File: config.mk
export PLATFORM = sky130hd
export DESIGN_NAME = wlf_front
export DESIGN_NICKNAME = d
export VERILOG_FILES = /design/src/rtl/core/window_line_fit_intercept_core_macros.svh /design/src/rtl/core/wlf_pkg.sv /design/src/rtl/core/wlf_front.sv
export SDC_FILE = /design/constraint.sdc
export NUM_CORES = 1
export LEC_CHECK = 0
export CAP_MARGIN = 30
export CORE_UTILIZATION = 61
export CTS_CLUSTER_DIAMETER = 200
export DETAILED_ROUTE_END_ITERATION = 6
export DONT_BUFFER_PORTS = 1
export GPL_TIMING_DRIVEN = 0
export PLACE_DENSITY = 0.77
export SLEW_MARGIN = 20
export SYNTH_ARGS = -nofsm -noshare
export SYNTH_HDL_FRONTEND = slang
export SYNTH_SLANG_ARGS = --single-unit
File: constraint.sdc
create_clock -name clk -period 2.9 [get_ports clk]
set_clock_uncertainty 0.05 [all_clocks]
set_input_delay 0.58 -clock clk [delete_from_list [all_inputs] [get_ports clk]]
set_output_delay 0.58 -clock clk [all_outputs]
set_load 0.005 [all_outputs]
File: src/rtl/core/window_line_fit_intercept_core_macros.svh
// Assertion macros for the window line fit core.
// Used by the back-end module; relies on clk and arst_n in scope.
`ifndef WINDOW_LINE_FIT_INTERCEPT_CORE_MACROS_SVH
`define WINDOW_LINE_FIT_INTERCEPT_CORE_MACROS_SVH

// same-cycle implication
`define WLF_ASSERT_NOW(lbl, ante, cons) \
	lbl: assert property (@(posedge clk) disable iff (!arst_n) (ante) |-> (cons)) \
		else $error("wlf assertion failed");

// next-cycle implication
`define WLF_ASSERT_NEXT(lbl, ante, cons) \
	lbl: assert property (@(posedge clk) disable iff (!arst_n) (ante) |=> (cons)) \
		else $error("wlf assertion failed");

`endif

File: src/rtl/core/wlf_pkg.sv
// Shared types and constants for the window line fit core.
// No dependencies.
`default_nettype none
package wlf_pkg;
	localparam int MAX_WINDOW = 16;
	localparam int IDX_W      = $clog2(MAX_WINDOW);
	localparam int LEN_W      = 5;
	localparam int Q_DEPTH    = 2;
	localparam int QP_W       = $clog2(Q_DEPTH);
	localparam int DVD_W      = 62;
	localparam int DVS_W      = 47;
	localparam int DCNT_W     = $clog2(DVD_W + 1);

	localparam logic [LEN_W-1:0] MIN_LEN     = LEN_W'(2);
	localparam logic [LEN_W-1:0] RESET_LEN   = LEN_W'(5);
	localparam logic [15:0]      RESET_TRAVEL = 16'(100 * 16);

	typedef enum logic [2:0] {
		ST_FILL   = 3'd0,
		ST_REJECT = 3'd1,
		ST_FLAT   = 3'd2,
		ST_FIT    = 3'd3,
		ST_VERT   = 3'd4
	} status_t;

	typedef enum logic {
		REG_WINDOW_LEN = 1'b0,
		REG_MIN_TRAVEL = 1'b1
	} reg_idx_t;

	typedef enum logic [3:0] {
		S_IDLE, S_LOAD, S_TRAVEL, S_SUM, S_PROD, S_DIFF, S_CLASS, S_MUL,
		S_SIGN, S_SIGN2, S_DIVGO, S_DIVWAIT, S_SAT, S_OUT
	} back_state_t;

	typedef struct packed {
		logic signed [15:0] x;
		logic signed [15:0] y;
	} point_t;

	typedef struct packed {
		status_t            status;
		logic signed [15:0] target;
	} result_t;
endpackage
`default_nettype wire

File: src/rtl/core/wlf_front.sv
// Front end: accepts points and holds them in a short queue for the back end.
// Depends on wlf_pkg.
`default_nettype none
module wlf_front (
	input  wire logic          clk,
	input  wire logic          arst_n,
	input  wire logic          in_valid,
	output logic               in_ready,
	input  wlf_pkg::point_t    in_point,
	output logic               out_valid,
	input  wire logic          out_ready,
	output wlf_pkg::point_t    out_point
);
	import wlf_pkg::*;

	point_t            buf_q [Q_DEPTH];
	logic [QP_W-1:0]   wptr_q, rptr_q;
	logic [QP_W:0]     count_q;
	logic              push, pop;

	assign in_ready  = count_q != (QP_W+1)'(Q_DEPTH);
	assign out_valid = count_q != '0;
	assign out_point = buf_q[rptr_q];
	assign push      = in_valid & in_ready;
	assign pop       = out_valid & out_ready;

	always_ff @(posedge clk or negedge arst_n) begin
		if (!arst_n) begin
			wptr_q  <= '0;
			rptr_q  <= '0;
			count_q <= '0;
		end else begin
			if (push) wptr_q <= wptr_q + 1'b1;
			if (pop) rptr_q <= rptr_q + 1'b1;
			if (push && !pop) count_q <= count_q + 1'b1;
			else if (pop && !push) count_q <= count_q - 1'b1;
		end
	end

	always_ff @(posedge clk) begin
		if (push) buf_q[wptr_q] <= in_point;
	end
endmodule
`default_nettype wire

# [After elaboration in Yosys (flattened, before gate mapping)]
# Memory sizes are Yosys's and may differ from the RTL's.
# Cells that the tools add are included.
[classes] n_addsub=4 eq_ne=1 muxes=4 n_bitwise=2 n_reduce_logical=6
[ops] operator="$mux W2" count=2
[ops] operator="$reduce_bool A2 Y1" count=2
[ops] operator="$add A1 B1 Y1 const B" count=2
[ops] operator="$add A2 B1 Y2 const B" count=1
[ops] operator="$and A1 B1 Y1" count=2
[ops] operator="$logic_and A1 B1 Y1" count=2
[ops] operator="$logic_not A1 Y1" count=2
[ops] operator="$mux W1" count=2
[ops] operator="$ne A2 B2 Y1 const B" count=1
[ops] operator="$sub A2 B1 Y2 const B" count=1
[totals] reg_bits=4 ram_bits=64 input_bits=36 n_memories=1
[mem_list] memory="buf_q" words=2 width=32 read_ports=1 rd_ports_with_merged_regs=0 write_ports=1 line="wlf_front.sv:16" text="point_t buf_q [Q_DEPTH];"

# [Longest topological paths before layout]
[logic_depth] word_depth=6 ltp_mapped=7

# [Worst setup path after synthesis]
# Ideal clock, no wire load.
[synth_timing] path_kind="in2reg" startpoint="input in_valid" endpoint="memory buf_q[0][0] (netlist name) (enable)" arrival_ns=2.024 t_required_ns=2.429 setup_slack_ns=0.405 cell_stages=2 path_cell_list="nand2_1 > nor2_1"
[synth_between] elab_chain_len=3
[synth_lines] item="start: declaration" line="wlf_front.sv:7" text="input wire logic in_valid,"
[synth_lines] item="$and A1 B1 Y1" line="wlf_front.sv:24" text="assign push = in_valid & in_ready;"
[synth_lines] item="$mux W1" line="wlf_front.sv:41" text="if (push) buf_q[wptr_q] <= in_point;"
[synth_lines] item="$mux W1 (implied by the code)" line="wlf_front.sv:41"
[synth_lines] item="end: declaration" line="wlf_front.sv:16"
# Every way passes these cells.

==> impl_metrics.csv <==
group,metric,value,unit
run_status,outcome,"complete, no violations",
timing,fmaxAchievable,520,MHz
setup_path,worstSetupPathType,"reg -> out",
setup_path,cp-end-kind,"output port",
setup_path,cp.arrival,1.29,ns
layout,mostFrequentLayoutCells,"edfxtp_1, mux2_4, clkbuf_8",
layout,multiInputGateArea,571,µm²
die,die_area,0.00463,mm²
placed_design,place_inst,169,
synthesis,synth_fp_nets,155,
layout,fin_cells,185,
routing,wl,3.52,mm
die,coreArea,0.00409,mm²
clock_network,numCtsBuffers,9,
routing,drc,0,
die,ios,70,
clock_network,insertion_delay,0.32,ns
setup_path,crit_family,"flip-flops",
timing,relSlewSlack,0.507,
synthesis,synthDistinctLibCells,16,
synthesis,syn_avg_cell_area,22.5,µm²
placed_design,io_buffer_count,0,
layout,fill_cells,243,
global_route,grt.overflow.total,0,
clock_network,cts_setup_buffers,0,
setup_path,crit_fanout,10,
placed_design,hpwlAfterDp,2.41,mm
routing,postRouteAntennaNets,0,
layout,final_common_cell,"edfxtp_1",
die,rows,23,
power,total_power,2930,µW
global_route,grt_pass1_wl,5.13,mm
placed_design,place_congestion,0.632,
power,power_density,1010,mW/mm²
die,die_w,68.0,µm
synthesis,syn_inst,118,
global_route,grt_usage,0.171,
layout,area_growth,9.65,%
global_route,grt_max_degree,33,
timing,rsz0062_at_grt,"no",
power,max-vdd-ir-drop,762,µV
synthesis,ys_seq_area_frac,0.760,
clock_network,clk_pin_slew_worst_paths,0.07,ns
setup_path,required,2.27,ns
die,start_util,0.651,
setup_path,slowest_delay,0.37,ns
power,p_leak,0.00107,µW
timing,tightestPinTransition,0.739,ns
clock_network,clock_sinks,68,
clock_network,clockBufferDepth,2,
timing,finalMaxSlewViolations,0,
clock_network,cts_max_level,3,
routing,vias,1036,
clock_network,cts_tree,"done",
layout,layout.nets,168,
timing,setup_viol,0,
routing,drt-pass1-iter-count,4,
setup_path,cp_slowest_cell,"dfrtp_1",
routing,wl_per_cell,19.0,µm
layout,antennaDiodeCount,0,
setup_path,crit_chain,"buf_6 > buf_12 > mux2_4",
hold_path,hp-class,"in -> reg",
layout,register_area,0.00202,mm²
setup_path,start_kind,"register",
setup_path,r2r_slack,1.12,ns
setup_path,path_buf_inv,2,
synthesis,ys_seq_elements,68,
routing,drt_iter0_markers,66,
global_route,grt_pass1_vias,1063,
routing,viasPerCell,5.60,
flow_run,max_cap_violations,0,
die,fp.dieH,68.0,µm
clock_network,clock-root-buffer,"clkbuf_8",
timing,finalHoldViolCount,0,
timing,finalCritPeriodShare,0.664,
timing,period_needed,1.92,ns
synthesis,ys_warn_count,0,
global_route,antenna_found_initial,0,
synthesis,synth.cell_area,0.00266,mm²
layout,drive_above_1_share,0.370,
flip-flops by register name, indices dropped and copies added (netlist names):
signal / flops
count_q: 2
rptr_q: 1
buf_q: 64
wptr_q: 1
logic make-up after synthesis:
group | share of synthesized area
flip-flops | 0.760
multiplexers | 0.176
AND/OR/NAND/NOR | 0.0137
XOR/XNOR | 0.0165
buffers and inverters | 0.0282
adder cells (fa/ha/maj) | 0.00471
stage by stage:
stage	hold slack (ns)	setup TNS [ns]	utilization	cell area, µm²	worst slack, ns
global placement	0.235	-6.35	0.666	2720	-0.200
global route	0.282	0	0.713	2920	0.936
finish	0.296	0	0.713	2920	0.976
CTS	0.284	0	0.713	2920	0.957
floorplan	0.234	0	-	2660	0.405
detailed placement	0.235	0	0.675	2760	1.14
what timing repair did:
| item | CTS | global route |
|---|---|---|
| endpoints found under the setup margin | 0 | 0 |
| gates resized for setup | 0 | 0 |
| hold buffers | 1 | 0 |
| hold endpoints to repair | 4 | 0 |
cell type report:
| cell class | count | share of cell area |
|---|---|---|
| tap | 50 | 0.0215 |
| buffer | 4 | 0.0245 |
| sequential | 68 | 0.694 |
| clock buffer | 10 | 0.0438 |
| timing repair buffer | 2 | 0.0129 |
| clock inverter | 5 | 0.00687 |
| multi-input combinational | 45 | 0.196 |
| inverter | 1 | 0.00129 |
where the power goes:
group          internal [µW]  switching, µW  leakage (µW)
logic                    500            421      0.000351
registers               1350           73.5      0.000641
clock network            292            297     0.0000761
total                   2140            792       0.00107
cell usage after synthesis:
| library cell | count | area, µm² |
|---|---|---|
| buf_12 | 3 | 60.1 |
| buf_6 | 1 | 11.3 |
| xor2_1 | 2 | 17.5 |
| inv_1 | 1 | 3.75 |
| nand2_1 | 1 | 3.75 |
| mux2_4 | 29 | 435 |
| or2_1 | 1 | 6.26 |
| dfrtp_1 | 4 | 100 |
| edfxtp_1 | 64 | 1920 |
| and3_1 | 1 | 6.26 |
| nand2_2 | 1 | 6.26 |
| nand2b_1 | 1 | 6.26 |
| nor2_1 | 2 | 7.51 |
| mux2_2 | 3 | 33.8 |
| ha_1 | 1 | 12.5 |
| xnor2_1 | 3 | 26.3 |
final timing paths:
| kind | start | to | cells past startpoint |
|---|---|---|---|
| worst max-delay path | rptr_q | out_point[7] | 3 |
| worst min-delay path | in_point[27] | buf_q[0][27] | 0 |
| worst max register to register | count_q[0] | buf_q[0][1] | 4 |
| worst min register to register | count_q[1] | count_q[1] | 1 |
| max in group asynchronous | arst_n | wptr_q | 1 |
| min in group asynchronous | arst_n | count_q[1] | 1 |
worst reg2reg max path, stage by stage, from the launching register on:
cell,delay [ns]
dfrtp_1,0.40
nand2b_1,0.20
nand2_1,0.16
nor2_4,0.45
buf_16,0.23
per-layer routing:
metal,routed length [µm],global-route usage,up-vias,share of wire
met2,1790,0.256,47,0.51
met3,355,0.0700,9,0.10
met4,75,0.125,0,0.021
met5,0,0,-,0
li1,-,-,481,-
met1,1300,0.196,499,0.37
(Power assumes the default switching activity.)
